`src/hw/rtl/dtf_pkg.sv`:
```
// Shared types, constants and codes for the disk request task-file block.
package dtf_pkg;

  // Block geometry (block and sector sizes are powers of two)
  localparam int BLOCK_BYTES     = 1024;
  localparam int SECTOR_BYTES    = 512;
  localparam int DEVICE_SLOTS    = 10;
  localparam int SLOTS_PER_DRIVE = 5;

  localparam int PER_BLOCK    = BLOCK_BYTES / SECTOR_BYTES;
  localparam int BLOCK_SHIFT  = $clog2(BLOCK_BYTES);
  localparam int SECTOR_SHIFT = $clog2(SECTOR_BYTES);
  localparam int SLOT_W       = $clog2(DEVICE_SLOTS);

  // Field widths
  localparam int CMD_W    = 2;
  localparam int DEV_W    = 4;
  localparam int COUNT_W  = 16;
  localparam int OFFSET_W = 31;
  localparam int WORD_W   = 32;
  localparam int HEADS_W  = 5;
  localparam int SECS_W   = 8;
  localparam int BYTE_W   = 8;
  localparam int CYL_W    = 10;

  // Derived arithmetic widths
  localparam int SECIDX_W = OFFSET_W - SECTOR_SHIFT;
  localparam int SECTOR_W = WORD_W + 1;
  localparam int TRACK_W  = HEADS_W + SECS_W;
  localparam int STEP_W   = $clog2(SECTOR_W + 1);

  // Queue between the front and back parts
  localparam int QUEUE_DEPTH = 2;
  localparam int QPTR_W      = (QUEUE_DEPTH > 1) ? $clog2(QUEUE_DEPTH) : 1;
  localparam int QCNT_W      = $clog2(QUEUE_DEPTH + 1);

  // Configuration port
  localparam int ADDR_W  = 5;
  localparam int PDATA_W = 32;

  // Task-file constants
  localparam logic [BYTE_W-1:0] DH_BASE  = 8'hA0;
  localparam logic [BYTE_W-1:0] OP_READ  = 8'h20;
  localparam logic [BYTE_W-1:0] OP_WRITE = 8'h30;

  typedef enum logic [CMD_W-1:0] {
    CMD_READ    = 2'd0,
    CMD_WRITE   = 2'd1,
    CMD_LOAD    = 2'd2,
    CMD_INVALID = 2'd3
  } cmd_t;

  typedef enum logic [1:0] {
    ST_OK     = 2'd0,
    ST_EIO    = 2'd1,
    ST_EINVAL = 2'd2,
    ST_EOF    = 2'd3
  } status_t;

  typedef enum logic [2:0] {
    REG_DRIVE_COUNT    = 3'd0,
    REG_HEADS_FIRST    = 3'd1,
    REG_SECTORS_FIRST  = 3'd2,
    REG_PRECOMP_FIRST  = 3'd3,
    REG_HEADS_SECOND   = 3'd4,
    REG_SECTORS_SECOND = 3'd5,
    REG_PRECOMP_SECOND = 3'd6
  } reg_idx_t;

  typedef enum logic [1:0] {
    BACK_IDLE,
    BACK_CYL,
    BACK_HEAD,
    BACK_HOLD
  } back_state_t;

  typedef struct packed {
    logic [1:0]         drive_count;
    logic [HEADS_W-1:0] heads_first;
    logic [SECS_W-1:0]  sectors_first;
    logic [BYTE_W-1:0]  precomp_first;
    logic [HEADS_W-1:0] heads_second;
    logic [SECS_W-1:0]  sectors_second;
    logic [BYTE_W-1:0]  precomp_second;
  } cfg_t;

  // Classified word handed from the front to the back
  typedef struct packed {
    logic                immediate;
    status_t             status;
    logic                drive;
    logic                write;
    logic [BYTE_W-1:0]   precomp;
    logic [HEADS_W-1:0]  heads;
    logic [SECS_W-1:0]   secs;
    logic [SECTOR_W-1:0] sector;
  } job_t;

  typedef struct packed {
    logic                start;
    logic [SECTOR_W-1:0] dividend;
    logic [TRACK_W-1:0]  divisor;
    logic [STEP_W-1:0]   steps;
  } div_req_t;

  typedef struct packed {
    logic                busy;
    logic                done;
    logic [SECTOR_W-1:0] quotient;
    logic [TRACK_W-1:0]  remainder;
  } div_rsp_t;

endpackage

```
`src/hw/rtl/dtf_req_if.sv`:
```
// Request channel interface: valid, ready and the request word.
interface dtf_req_if;
  logic                          valid;
  logic                          ready;
  logic [dtf_pkg::CMD_W-1:0]     command;
  logic [dtf_pkg::DEV_W-1:0]     device;
  logic [dtf_pkg::COUNT_W-1:0]   byte_count;
  logic [dtf_pkg::OFFSET_W-1:0]  byte_offset;
  logic [dtf_pkg::WORD_W-1:0]    entry_start;
  logic [dtf_pkg::WORD_W-1:0]    entry_length;

  modport source (output valid, command, device, byte_count, byte_offset,
                  entry_start, entry_length, input ready);
  modport sink (input valid, command, device, byte_count, byte_offset,
                entry_start, entry_length, output ready);
endinterface

```
`src/hw/rtl/dtf_res_if.sv`:
```
// Result channel interface: valid, ready and the task-file word.
interface dtf_res_if;
  logic                        valid;
  logic                        ready;
  logic [1:0]                  status;
  logic [3:0]                  control_byte;
  logic [dtf_pkg::BYTE_W-1:0]  precomp_byte;
  logic [dtf_pkg::BYTE_W-1:0]  sector_count;
  logic [dtf_pkg::BYTE_W-1:0]  sector_number;
  logic [dtf_pkg::BYTE_W-1:0]  cylinder_low;
  logic [1:0]                  cylinder_high;
  logic [dtf_pkg::BYTE_W-1:0]  drive_head;
  logic [dtf_pkg::BYTE_W-1:0]  opcode_byte;

  modport source (output valid, status, control_byte, precomp_byte, sector_count,
                  sector_number, cylinder_low, cylinder_high, drive_head,
                  opcode_byte, input ready);
  modport sink (input valid, status, control_byte, precomp_byte, sector_count,
                sector_number, cylinder_low, cylinder_high, drive_head,
                opcode_byte, output ready);
endinterface

```
`src/hw/rtl/disk_request_to_chs_task_file.sv`:
```
// Top level: configuration registers, front, queue and back of the task-file block.
//
// Each request word yields one task-file word. Rejected requests, partition
// loads and invalid commands go through the queue straight to the result
// register. A read or write that passes its checks takes 33 steps of the
// shared iterative divider to split the absolute sector by the track size,
// 13 steps to split the remainder into head and sector, and a handoff to the
// result register; the back part takes no new request until then. A two-word
// queue lets the front keep accepting and classifying while the back part
// divides. Configuration is an APB-style port with seven 32-bit registers at
// byte addresses 0 to 24.
module disk_request_to_chs_task_file (
  input  logic                         clk,
  input  logic                         rst,
  dtf_req_if.sink                      request,
  dtf_res_if.source                    result,
  input  logic                         psel,
  input  logic                         penable,
  input  logic                         pwrite,
  input  logic [dtf_pkg::ADDR_W-1:0]   paddr,
  input  logic [dtf_pkg::PDATA_W-1:0]  pwdata,
  output logic [dtf_pkg::PDATA_W-1:0]  prdata,
  output logic                         pready
);

  dtf_pkg::cfg_t     cfg;
  dtf_pkg::reg_idx_t reg_idx;
  logic              cfg_write;

  logic          push;
  dtf_pkg::job_t push_job;
  logic          q_full;
  logic          pop;
  dtf_pkg::job_t head_job;
  logic          q_empty;

  assign pready    = 1'b1;
  assign reg_idx   = dtf_pkg::reg_idx_t'(paddr[dtf_pkg::ADDR_W-1:2]);
  assign cfg_write = psel && penable && pwrite;

  // Configuration register writes
  always_ff @(posedge clk) begin
    if (rst) begin
      cfg.drive_count    <= '0;
      cfg.heads_first    <= dtf_pkg::HEADS_W'(1);
      cfg.sectors_first  <= dtf_pkg::SECS_W'(1);
      cfg.precomp_first  <= '0;
      cfg.heads_second   <= dtf_pkg::HEADS_W'(1);
      cfg.sectors_second <= dtf_pkg::SECS_W'(1);
      cfg.precomp_second <= '0;
    end else if (cfg_write) begin
      unique case (reg_idx)
        dtf_pkg::REG_DRIVE_COUNT:    cfg.drive_count    <= pwdata[1:0];
        dtf_pkg::REG_HEADS_FIRST:    cfg.heads_first    <= pwdata[dtf_pkg::HEADS_W-1:0];
        dtf_pkg::REG_SECTORS_FIRST:  cfg.sectors_first  <= pwdata[dtf_pkg::SECS_W-1:0];
        dtf_pkg::REG_PRECOMP_FIRST:  cfg.precomp_first  <= pwdata[dtf_pkg::BYTE_W-1:0];
        dtf_pkg::REG_HEADS_SECOND:   cfg.heads_second   <= pwdata[dtf_pkg::HEADS_W-1:0];
        dtf_pkg::REG_SECTORS_SECOND: cfg.sectors_second <= pwdata[dtf_pkg::SECS_W-1:0];
        dtf_pkg::REG_PRECOMP_SECOND: cfg.precomp_second <= pwdata[dtf_pkg::BYTE_W-1:0];
        default: ;
      endcase
    end
  end

  // Configuration register reads
  always_comb begin
    unique case (reg_idx)
      dtf_pkg::REG_DRIVE_COUNT:    prdata = dtf_pkg::PDATA_W'(cfg.drive_count);
      dtf_pkg::REG_HEADS_FIRST:    prdata = dtf_pkg::PDATA_W'(cfg.heads_first);
      dtf_pkg::REG_SECTORS_FIRST:  prdata = dtf_pkg::PDATA_W'(cfg.sectors_first);
      dtf_pkg::REG_PRECOMP_FIRST:  prdata = dtf_pkg::PDATA_W'(cfg.precomp_first);
      dtf_pkg::REG_HEADS_SECOND:   prdata = dtf_pkg::PDATA_W'(cfg.heads_second);
      dtf_pkg::REG_SECTORS_SECOND: prdata = dtf_pkg::PDATA_W'(cfg.sectors_second);
      dtf_pkg::REG_PRECOMP_SECOND: prdata = dtf_pkg::PDATA_W'(cfg.precomp_second);
      default:                     prdata = '0;
    endcase
  end

  dtf_front u_front (
    .clk      (clk),
    .rst      (rst),
    .cfg      (cfg),
    .request  (request),
    .q_full   (q_full),
    .push     (push),
    .push_job (push_job)
  );

  dtf_queue u_queue (
    .clk      (clk),
    .rst      (rst),
    .push     (push),
    .push_job (push_job),
    .full     (q_full),
    .pop      (pop),
    .head_job (head_job),
    .empty    (q_empty)
  );

  dtf_back u_back (
    .clk      (clk),
    .rst      (rst),
    .head_job (head_job),
    .q_empty  (q_empty),
    .pop      (pop),
    .result   (result)
  );

endmodule

```
`src/hw/rtl/dtf_divider.sv`:
```
// Shared restoring divider: one quotient bit per cycle, step count given at start.
module dtf_divider (
  input  logic              clk,
  input  logic              rst,
  input  dtf_pkg::div_req_t req,
  output dtf_pkg::div_rsp_t rsp
);

  logic [dtf_pkg::SECTOR_W-1:0] quo;
  logic [dtf_pkg::TRACK_W-1:0]  rem;
  logic [dtf_pkg::TRACK_W-1:0]  divisor;
  logic [dtf_pkg::STEP_W-1:0]   cnt;
  logic                         busy;
  logic                         done;

  logic [dtf_pkg::TRACK_W:0] trial;
  logic [dtf_pkg::TRACK_W:0] diff;
  logic                      ge;

  // Shift in the next dividend bit and try the subtract
  always_comb begin
    trial = {rem, quo[dtf_pkg::SECTOR_W-1]};
    diff  = trial - {1'b0, divisor};
    ge    = (trial >= {1'b0, divisor});
  end

  // Control: load on start, count down the steps, pulse done after the last
  always_ff @(posedge clk) begin
    if (rst) begin
      busy <= 1'b0;
      done <= 1'b0;
      cnt  <= '0;
    end else begin
      done <= busy && (cnt == dtf_pkg::STEP_W'(1));
      if (req.start) begin
        busy <= 1'b1;
        cnt  <= req.steps;
      end else if (busy) begin
        cnt <= cnt - dtf_pkg::STEP_W'(1);
        if (cnt == dtf_pkg::STEP_W'(1)) begin
          busy <= 1'b0;
        end
      end
    end
  end

  // Datapath: quotient bits shift into the dividend register
  always_ff @(posedge clk) begin
    if (req.start) begin
      quo     <= req.dividend;
      rem     <= '0;
      divisor <= req.divisor;
    end else if (busy) begin
      quo <= {quo[dtf_pkg::SECTOR_W-2:0], ge};
      rem <= ge ? diff[dtf_pkg::TRACK_W-1:0] : trial[dtf_pkg::TRACK_W-1:0];
    end
  end

  assign rsp.busy      = busy;
  assign rsp.done      = done;
  assign rsp.quotient  = quo;
  assign rsp.remainder = rem;

endmodule

```
`src/hw/rtl/dtf_front.sv`:
```
// Front part: accepts request words, runs the checks, keeps the partition table.
module dtf_front (
  input  logic          clk,
  input  logic          rst,
  input  dtf_pkg::cfg_t cfg,
  dtf_req_if.sink       request,
  input  logic          q_full,
  output logic          push,
  output dtf_pkg::job_t push_job
);

  logic [dtf_pkg::WORD_W-1:0] part_base   [dtf_pkg::DEVICE_SLOTS];
  logic [dtf_pkg::WORD_W-1:0] part_length [dtf_pkg::DEVICE_SLOTS];

  logic                          accept;
  logic                          dev_ok;
  logic [dtf_pkg::SLOT_W-1:0]    slot;
  logic                          drive;
  logic [dtf_pkg::WORD_W-1:0]    base_sel;
  logic [dtf_pkg::WORD_W-1:0]    length_sel;
  logic [dtf_pkg::SECIDX_W-1:0]  sec_idx;
  logic [dtf_pkg::SECTOR_W-1:0]  sec_end;
  logic [dtf_pkg::SECTOR_W-1:0]  sec_abs;
  logic                          aligned;
  logic [dtf_pkg::HEADS_W-1:0]   heads;
  logic [dtf_pkg::SECS_W-1:0]    secs;
  logic [dtf_pkg::BYTE_W-1:0]    precomp;
  logic [dtf_pkg::SECTOR_W-1:0]  round_sum;
  logic [dtf_pkg::SECTOR_W-1:0]  round_base;
  logic [dtf_pkg::SECTOR_W-1:0]  adjust;
  logic [dtf_pkg::WORD_W-1:0]    new_length;
  logic                          load_write;

  assign request.ready = !q_full;
  assign accept        = request.valid && !q_full;

  // Table lookup and request arithmetic
  always_comb begin
    dev_ok     = (request.device < dtf_pkg::DEV_W'(dtf_pkg::DEVICE_SLOTS));
    slot       = request.device[dtf_pkg::SLOT_W-1:0];
    drive      = (request.device >= dtf_pkg::DEV_W'(dtf_pkg::SLOTS_PER_DRIVE));
    base_sel   = dev_ok ? part_base[slot] : '0;
    length_sel = dev_ok ? part_length[slot] : '0;
    sec_idx    = request.byte_offset[dtf_pkg::OFFSET_W-1:dtf_pkg::SECTOR_SHIFT];
    sec_end    = dtf_pkg::SECTOR_W'(sec_idx) + dtf_pkg::SECTOR_W'(dtf_pkg::PER_BLOCK);
    sec_abs    = dtf_pkg::SECTOR_W'(sec_idx) + {1'b0, base_sel};
    aligned    = (request.byte_offset[dtf_pkg::BLOCK_SHIFT-1:0] == '0);
    // Select geometry of the addressed drive, zero reads as one
    heads      = drive ? cfg.heads_second   : cfg.heads_first;
    secs       = drive ? cfg.sectors_second : cfg.sectors_first;
    precomp    = drive ? cfg.precomp_second : cfg.precomp_first;
    if (heads == '0) heads = dtf_pkg::HEADS_W'(1);
    if (secs == '0)  secs  = dtf_pkg::SECS_W'(1);
  end

  // Round the partition start up to a whole block and shrink the size
  always_comb begin
    round_sum  = {1'b0, request.entry_start} + dtf_pkg::SECTOR_W'(dtf_pkg::PER_BLOCK - 1);
    round_base = round_sum & ~dtf_pkg::SECTOR_W'(dtf_pkg::PER_BLOCK - 1);
    adjust     = round_base - {1'b0, request.entry_start};
    new_length = ({1'b0, request.entry_length} >= adjust)
                 ? request.entry_length - adjust[dtf_pkg::WORD_W-1:0] : '0;
  end

  // Classify the word in check order
  always_comb begin
    load_write         = 1'b0;
    push_job.immediate = 1'b1;
    push_job.status    = dtf_pkg::ST_OK;
    push_job.drive     = drive;
    push_job.write     = (request.command == dtf_pkg::CMD_WRITE);
    push_job.precomp   = precomp;
    push_job.heads     = heads;
    push_job.secs      = secs;
    push_job.sector    = sec_abs;
    priority if (request.command == dtf_pkg::CMD_INVALID) begin
      push_job.status = dtf_pkg::ST_EINVAL;
    end else if (request.command == dtf_pkg::CMD_LOAD) begin
      if (dev_ok) begin
        load_write = 1'b1;
      end else begin
        push_job.status = dtf_pkg::ST_EIO;
      end
    end else if (!dev_ok) begin
      push_job.status = dtf_pkg::ST_EIO;
    end else if (request.byte_count != dtf_pkg::COUNT_W'(dtf_pkg::BLOCK_BYTES)) begin
      push_job.status = dtf_pkg::ST_EINVAL;
    end else if ({1'b0, drive} >= cfg.drive_count) begin
      push_job.status = dtf_pkg::ST_EIO;
    end else if (!aligned) begin
      push_job.status = dtf_pkg::ST_EINVAL;
    end else if (sec_end > {1'b0, length_sel}) begin
      push_job.status = dtf_pkg::ST_EOF;
    end else begin
      push_job.immediate = 1'b0;
    end
  end

  assign push = accept;

  // Update the partition table on an accepted load
  always_ff @(posedge clk) begin
    if (rst) begin
      for (int i = 0; i < dtf_pkg::DEVICE_SLOTS; i++) begin
        part_base[i]   <= '0;
        part_length[i] <= '0;
      end
    end else if (accept && load_write) begin
      part_base[slot]   <= round_base[dtf_pkg::WORD_W-1:0];
      part_length[slot] <= new_length;
    end
  end

endmodule

```
`src/hw/rtl/dtf_queue.sv`:
```
// Short queue of classified words between the front and back parts.
module dtf_queue (
  input  logic          clk,
  input  logic          rst,
  input  logic          push,
  input  dtf_pkg::job_t push_job,
  output logic          full,
  input  logic          pop,
  output dtf_pkg::job_t head_job,
  output logic          empty
);

  dtf_pkg::job_t              slots [dtf_pkg::QUEUE_DEPTH];
  logic [dtf_pkg::QPTR_W-1:0] wr_ptr;
  logic [dtf_pkg::QPTR_W-1:0] rd_ptr;
  logic [dtf_pkg::QCNT_W-1:0] count;

  assign full     = (count == dtf_pkg::QCNT_W'(dtf_pkg::QUEUE_DEPTH));
  assign empty    = (count == '0);
  assign head_job = slots[rd_ptr];

  function automatic logic [dtf_pkg::QPTR_W-1:0] wrap_inc(
    input logic [dtf_pkg::QPTR_W-1:0] ptr
  );
    if (ptr == dtf_pkg::QPTR_W'(dtf_pkg::QUEUE_DEPTH - 1)) begin
      return '0;
    end
    return ptr + dtf_pkg::QPTR_W'(1);
  endfunction

  // Advance pointers and fill count
  always_ff @(posedge clk) begin
    if (rst) begin
      wr_ptr <= '0;
      rd_ptr <= '0;
      count  <= '0;
    end else begin
      if (push && !full) wr_ptr <= wrap_inc(wr_ptr);
      if (pop && !empty) rd_ptr <= wrap_inc(rd_ptr);
      unique case ({push && !full, pop && !empty})
        2'b10:   count <= count + dtf_pkg::QCNT_W'(1);
        2'b01:   count <= count - dtf_pkg::QCNT_W'(1);
        default: count <= count;
      endcase
    end
  end

  // Store the pushed word
  always_ff @(posedge clk) begin
    if (push && !full) begin
      slots[wr_ptr] <= push_job;
    end
  end

endmodule

```
`src/hw/rtl/dtf_back.sv`:
```
// Back part: geometry division on the shared divider and the result register.
module dtf_back (
  input  logic          clk,
  input  logic          rst,
  input  dtf_pkg::job_t head_job,
  input  logic          q_empty,
  output logic          pop,
  dtf_res_if.source     result
);

  dtf_pkg::back_state_t state, state_next;
  dtf_pkg::div_req_t    div_req;
  dtf_pkg::div_rsp_t    div_rsp;

  dtf_pkg::job_t                job;
  logic [dtf_pkg::CYL_W-1:0]    cyl;
  logic [dtf_pkg::HEADS_W-1:0]  head;
  logic [dtf_pkg::SECS_W-1:0]   snum;

  logic out_free;
  logic take_job;
  logic take_cyl;
  logic take_head;
  logic load_imm;
  logic load_calc;

  logic res_valid;

  dtf_divider u_div (
    .clk (clk),
    .rst (rst),
    .req (div_req),
    .rsp (div_rsp)
  );

  assign out_free = !res_valid || result.ready;

  // Sequence one word through the two division passes, or straight out if immediate
  always_comb begin
    state_next       = state;
    pop              = 1'b0;
    take_job         = 1'b0;
    take_cyl         = 1'b0;
    take_head        = 1'b0;
    load_imm         = 1'b0;
    load_calc        = 1'b0;
    div_req.start    = 1'b0;
    div_req.dividend = head_job.sector;
    div_req.divisor  = {{(dtf_pkg::TRACK_W-dtf_pkg::HEADS_W){1'b0}}, head_job.heads}
                     * {{(dtf_pkg::TRACK_W-dtf_pkg::SECS_W){1'b0}}, head_job.secs};
    div_req.steps    = dtf_pkg::STEP_W'(dtf_pkg::SECTOR_W);
    unique case (state)
      dtf_pkg::BACK_IDLE: begin
        if (!q_empty) begin
          if (head_job.immediate) begin
            if (out_free) begin
              pop      = 1'b1;
              load_imm = 1'b1;
            end
          end else begin
            pop           = 1'b1;
            take_job      = 1'b1;
            div_req.start = 1'b1;
            state_next    = dtf_pkg::BACK_CYL;
          end
        end
      end
      dtf_pkg::BACK_CYL: begin
        // Remainder of the track division splits into head and sector
        div_req.dividend = {div_rsp.remainder,
                            {(dtf_pkg::SECTOR_W-dtf_pkg::TRACK_W){1'b0}}};
        div_req.divisor  = {{(dtf_pkg::TRACK_W-dtf_pkg::SECS_W){1'b0}}, job.secs};
        div_req.steps    = dtf_pkg::STEP_W'(dtf_pkg::TRACK_W);
        if (div_rsp.done) begin
          take_cyl      = 1'b1;
          div_req.start = 1'b1;
          state_next    = dtf_pkg::BACK_HEAD;
        end
      end
      dtf_pkg::BACK_HEAD: begin
        if (div_rsp.done) begin
          take_head  = 1'b1;
          state_next = dtf_pkg::BACK_HOLD;
        end
      end
      dtf_pkg::BACK_HOLD: begin
        if (out_free) begin
          load_calc  = 1'b1;
          state_next = dtf_pkg::BACK_IDLE;
        end
      end
      default: state_next = dtf_pkg::BACK_IDLE;
    endcase
  end

  always_ff @(posedge clk) begin
    if (rst) begin
      state <= dtf_pkg::BACK_IDLE;
    end else begin
      state <= state_next;
    end
  end

  // Hold the word and the partial results of each pass
  always_ff @(posedge clk) begin
    if (take_job)  job  <= head_job;
    if (take_cyl)  cyl  <= div_rsp.quotient[dtf_pkg::CYL_W-1:0];
    if (take_head) begin
      head <= div_rsp.quotient[dtf_pkg::HEADS_W-1:0];
      snum <= div_rsp.remainder[dtf_pkg::SECS_W-1:0] + dtf_pkg::SECS_W'(1);
    end
  end

  // Result register valid flag
  always_ff @(posedge clk) begin
    if (rst) begin
      res_valid <= 1'b0;
    end else if (load_imm || load_calc) begin
      res_valid <= 1'b1;
    end else if (result.ready) begin
      res_valid <= 1'b0;
    end
  end

  // Result register payload: errors and loads carry only the status
  always_ff @(posedge clk) begin
    if (load_imm) begin
      result.status        <= head_job.status;
      result.control_byte  <= '0;
      result.precomp_byte  <= '0;
      result.sector_count  <= '0;
      result.sector_number <= '0;
      result.cylinder_low  <= '0;
      result.cylinder_high <= '0;
      result.drive_head    <= '0;
      result.opcode_byte   <= '0;
    end else if (load_calc) begin
      result.status        <= dtf_pkg::ST_OK;
      result.control_byte  <= {head[3], 3'b000};
      result.precomp_byte  <= job.precomp;
      result.sector_count  <= dtf_pkg::BYTE_W'(dtf_pkg::PER_BLOCK);
      result.sector_number <= snum;
      result.cylinder_low  <= cyl[7:0];
      result.cylinder_high <= cyl[9:8];
      result.drive_head    <= dtf_pkg::DH_BASE | {3'b000, job.drive, 4'b0000}
                            | {3'b000, head};
      result.opcode_byte   <= job.write ? dtf_pkg::OP_WRITE : dtf_pkg::OP_READ;
    end
  end

  assign result.valid = res_valid;

  // Divider completes only while a pass is in flight
  a_done_in_pass: assert property (@(posedge clk) disable iff (rst)
    div_rsp.done |-> (state == dtf_pkg::BACK_CYL || state == dtf_pkg::BACK_HEAD))
    else $error("divider done outside a division pass");

  // Divider is quiet whenever the back part is idle
  a_idle_quiet: assert property (@(posedge clk) disable iff (rst)
    (state == dtf_pkg::BACK_IDLE) |-> !div_rsp.busy)
    else $error("divider busy while back part idle");

  // Never pop an empty queue
  a_pop_nonempty: assert property (@(posedge clk) disable iff (rst)
    pop |-> !q_empty)
    else $error("pop from empty queue");

  // A new result never overwrites one still waiting
  a_no_overwrite: assert property (@(posedge clk) disable iff (rst)
    (load_imm || load_calc) |-> (!res_valid || result.ready))
    else $error("result register overwritten");

endmodule

```
`src/flat_wrapper.sv`:
```
// flat-port wrapper written by rule: the top's interface ports become plain ports
module disk_request_to_chs_task_file_flat 
  (clk, rst, psel, penable, pwrite, paddr, pwdata, prdata, pready, request_valid, request_command, request_device, request_byte_count, request_byte_offset, request_entry_start, request_entry_length, request_ready, result_valid, result_status, result_control_byte, result_precomp_byte, result_sector_count, result_sector_number, result_cylinder_low, result_cylinder_high, result_drive_head, result_opcode_byte, result_ready);
  dtf_req_if request_i ();
  dtf_res_if result_i ();
  input  logic clk;
  input  logic rst;
  input  logic psel;
  input  logic penable;
  input  logic pwrite;
  input  logic [dtf_pkg::ADDR_W-1:0] paddr;
  input  logic [dtf_pkg::PDATA_W-1:0] pwdata;
  output logic [dtf_pkg::PDATA_W-1:0] prdata;
  output logic pready;
  input wire logic [$bits(request_i.valid)-1:0] request_valid;
  input wire logic [$bits(request_i.command)-1:0] request_command;
  input wire logic [$bits(request_i.device)-1:0] request_device;
  input wire logic [$bits(request_i.byte_count)-1:0] request_byte_count;
  input wire logic [$bits(request_i.byte_offset)-1:0] request_byte_offset;
  input wire logic [$bits(request_i.entry_start)-1:0] request_entry_start;
  input wire logic [$bits(request_i.entry_length)-1:0] request_entry_length;
  output wire logic [$bits(request_i.ready)-1:0] request_ready;
  output wire logic [$bits(result_i.valid)-1:0] result_valid;
  output wire logic [$bits(result_i.status)-1:0] result_status;
  output wire logic [$bits(result_i.control_byte)-1:0] result_control_byte;
  output wire logic [$bits(result_i.precomp_byte)-1:0] result_precomp_byte;
  output wire logic [$bits(result_i.sector_count)-1:0] result_sector_count;
  output wire logic [$bits(result_i.sector_number)-1:0] result_sector_number;
  output wire logic [$bits(result_i.cylinder_low)-1:0] result_cylinder_low;
  output wire logic [$bits(result_i.cylinder_high)-1:0] result_cylinder_high;
  output wire logic [$bits(result_i.drive_head)-1:0] result_drive_head;
  output wire logic [$bits(result_i.opcode_byte)-1:0] result_opcode_byte;
  input wire logic [$bits(result_i.ready)-1:0] result_ready;
  assign request_i.valid = request_valid;
  assign request_i.command = request_command;
  assign request_i.device = request_device;
  assign request_i.byte_count = request_byte_count;
  assign request_i.byte_offset = request_byte_offset;
  assign request_i.entry_start = request_entry_start;
  assign request_i.entry_length = request_entry_length;
  assign request_ready = request_i.ready;
  assign result_valid = result_i.valid;
  assign result_status = result_i.status;
  assign result_control_byte = result_i.control_byte;
  assign result_precomp_byte = result_i.precomp_byte;
  assign result_sector_count = result_i.sector_count;
  assign result_sector_number = result_i.sector_number;
  assign result_cylinder_low = result_i.cylinder_low;
  assign result_cylinder_high = result_i.cylinder_high;
  assign result_drive_head = result_i.drive_head;
  assign result_opcode_byte = result_i.opcode_byte;
  assign result_i.ready = result_ready;
  disk_request_to_chs_task_file u_core (.clk(clk), .rst(rst), .request(request_i), .result(result_i), .psel(psel), .penable(penable), .pwrite(pwrite), .paddr(paddr), .pwdata(pwdata), .prdata(prdata), .pready(pready));
endmodule
```
`config.mk`:
```
export PLATFORM = sky130hd
export DESIGN_NAME = disk_request_to_chs_task_file_flat
export DESIGN_NICKNAME = d
export VERILOG_FILES = /design/src/hw/rtl/dtf_pkg.sv /design/src/hw/rtl/dtf_req_if.sv /design/src/hw/rtl/dtf_res_if.sv /design/src/hw/rtl/disk_request_to_chs_task_file.sv /design/src/hw/rtl/dtf_divider.sv /design/src/hw/rtl/dtf_front.sv /design/src/hw/rtl/dtf_queue.sv /design/src/hw/rtl/dtf_back.sv /design/src/flat_wrapper.sv
export SDC_FILE = /design/constraint.sdc
export NUM_CORES = 2
export LEC_CHECK = 0
export BUFFER_PORTS_ARGS = -buffer_cell sky130_fd_sc_hd__buf_2
export CAP_MARGIN = 25
export CELL_PAD_IN_SITES_DETAIL_PLACEMENT = 1
export CELL_PAD_IN_SITES_GLOBAL_PLACEMENT = 2
export CORE_ASPECT_RATIO = 1.4
export CORE_UTILIZATION = 40
export CTS_BUF_LIST = sky130_fd_sc_hd__clkbuf_8
export DETAILED_ROUTE_END_ITERATION = 8
export GPL_ROUTABILITY_DRIVEN = 0
export PLACE_DENSITY = 0.87
export SYNTH_ARGS = -nofsm -noshare
export SYNTH_HDL_FRONTEND = slang
export SYNTH_HIERARCHICAL = 1
export SYNTH_SLANG_ARGS = --single-unit
```
`constraint.sdc`:
```
create_clock -name clk -period 7.06 [get_ports clk]
set_clock_uncertainty 0.05 [all_clocks]
set_input_delay 0.353 -clock clk [delete_from_list [all_inputs] [get_ports clk]]
set_output_delay 0.353 -clock clk [all_outputs]
set_load 0.05 [all_outputs]
```
==> out/qor.yml <==
setup_path:
  cp_num_cells: 29
  cp_slowest_stage_delay_ns: 0.46
  ff2ff_path_depth: 13
  crit_required_ns: 7.70
  end_kind: "register"
  crit_buf_inv: 3
  crit_family: "compound AO/OA/AOI/OAI gates"
  r2r_setup_slack_ns: 2.16
  r2r_end: "u_core/u_back/u_div/divisor[7]"
  cp_max_fo: 11
  criticalPathCategory: "in -> reg"
  slowest_stage: "o211a_1"
  start_kind: "input pin"
  cp.arrival_ns: 6.95
clock_network:
  cts_max_level: 4
  cts-root-buf: "clkbuf_8"
  path_clk_slew_ns: 0.06
  hold_buffers: 23
  cts_resized: 0
  cts_made_buffers: 144
  postCtsSetupRepairBufs: 0
  worstSkewPairLatency_ns: 0.86
  clk_path_buf_depth: 3
  cts_tree: "built"
  numClockSinks: 949
sta:
  drv_slew: 0
  max_clock_freq_ghz: 0.159
  setup-violations-final: 0
  rsz0062_at_grt: "false"
  setup_ws_ns: 0.755
  hold_viol_final: 0
  max_slew_margin: 0.303
  worst_pin_slew_ns: 1.03
  min_period_ns: 6.31
  timing.final.crit_share: 0.893
worst_hold_path:
  hold_path.class: "in -> reg"
  min_path_cells: 4
  min-delay-start: "penable"
  whs_endpoint: "u_core/cfg[43]"
logic_synthesis:
  synthCells: 3956
  avgSynthCellArea_sq_um: 12.2
  syn_area_sq_um: 48300
  yosys_warnings: 6
pwr:
  power_mw: 15.5
  p_leak_nw: 21.1
  pwr_density_cell_nw_per_um2: 285
  irDropWorstVdd_v: 0.000224
grt:
  grt_usage: 0.231
  grt_pass1_vias: 35439
  grt_pass1_wl_mm: 211
  grt_max_degree: 107
  grt_overflow: 0
  antenna_found_initial: 7
floorplanning:
  core.rowCount: 150
  die_h_um: 413
  die_w_um: 296
  pin_count: 252
  initial_core_util: 0.404
  coreArea_sq_um: 120000
  dieArea_sq_um: 122000
detailed_routing:
  routed_via_density: 5.58
  ant_nets: 0
  drt-total-wl_mm: 141
  wl_per_cell_um: 23.8
  drtPass1Iterations: 5
  drt_iter0_markers: 1941
  drc: 0
  vias: 33039
final_layout:
  fin_nets: 4552
  drive_gt1_frac: 0.189
  final_cell_mix: "edfxtp_1 (843), nor2_1 (609), nor3_1 (196)"
  final_common_cell: "edfxtp_1"
  areaGrowthSynthToFinish_pct: 12.6
place:
  dp_slack_ns: -0.0642
  port_buffers: 183
  hpwlAfterDp_mm: 96.7
flow_run:
  maxCapViolCount: 0
status:
  status: "completed"
-- registers in the layout (all words and copies together) (netlist names), 5 cells and up, named ones only --
signal,count
u_core/u_front/part_length,326
u_core/cfg,44
u_core/u_back/u_div/rem,13
u_core/u_back/head,5
u_core/u_back/job,18
u_core/u_back/snum,8
u_core/u_back/u_div/cnt,6
u_core/u_back/result.cylinder_low,8
u_core/u_queue/slots,118
u_core/u_back/u_div/divisor,13
u_core/u_back/cyl,10
u_core/u_back/result.drive_head,6
u_core/u_back/result.sector_number,8
u_core/u_back/result.precomp_byte,8
u_core/u_front/part_base,310
u_core/u_back/u_div/quo,33
-- per-stage QoR --
stage / hold slack (ns) / setup TNS (ns) / cells / utilization / area, sq um
2_1_floorplan: 0.372 / 0 / 4002 / - / 48400
3_3_place_gp: 0.391 / 0 / 5630 / 0.429 / 51200
3_5_place_dp: 0.396 / -0.207 / 5638 / 0.430 / 51400
4_1_cts: 0.0354 / 0 / 5909 / 0.454 / 54300
5_1_grt: 0.0864 / 0 / 5918 / 0.455 / 54300
6_report: 0.119 / 0 / 5918 / 0.455 / 54300
-- how the worst max path moves through the flow --
stage                                start                                 end
floorplan           request_entry_start[2]  u_core/u_front/part_length[10][30]
global placement    request_entry_start[0]    u_core/u_front/part_length[1][9]
detailed placement  request_entry_start[0]   u_core/u_front/part_length[1][15]
CTS                 request_entry_start[0]   u_core/u_front/part_length[1][15]
global route        request_entry_start[0]   u_core/u_front/part_length[1][15]
finish              request_entry_start[0]   u_core/u_front/part_length[1][11]
-- layer usage --
| metal | global-route usage | vias to the layer above | wire (um) |
|---|---|---|---|
| met4 | 0.109 | 6 | 6320 |
| li1 | - | 14955 | - |
| met1 | 0.249 | 16754 | 51200 |
| met2 | 0.432 | 1022 | 75600 |
| met3 | 0.0399 | 302 | 7460 |
| met5 | 0 | - | 34 |
-- power breakdown --
group	switching, mW	total (mW)	leakage, nW	internal, mW
logic	2.69	4.39	10.2	1.70
registers	0.193	6.81	9.32	6.62
clock network	2.20	4.27	1.53	2.06
total	5.09	15.5	21.1	10.4
-- worst reg2reg max path, stage by stage, from the launching register on --
cell	delay, ns
dfxtp_2	0.49
buf_4	0.60
mux2_2	0.48
nand2_1	0.11
fa_1	0.44
fa_1	0.53
fa_1	0.56
inv_1	0.05
ha_1	0.36
and3_1	0.20
a221oi_2	0.33
nor2b_1	0.20
xor2_1	0.15
o21ai_0	0.08
-- cell type report --
cell class                 instances  area [sq um]
clock buffer                     149          2050
multi-input combinational       2631         19100
tap                             1596          2000
fill                           12671         65200
timing repair buffer             356          2670
sequential                       949         27400
clock inverter                    99           576
antenna                            2          5.00
inverter                         136           510
Note: power is estimated with default switching activity, not from simulation.
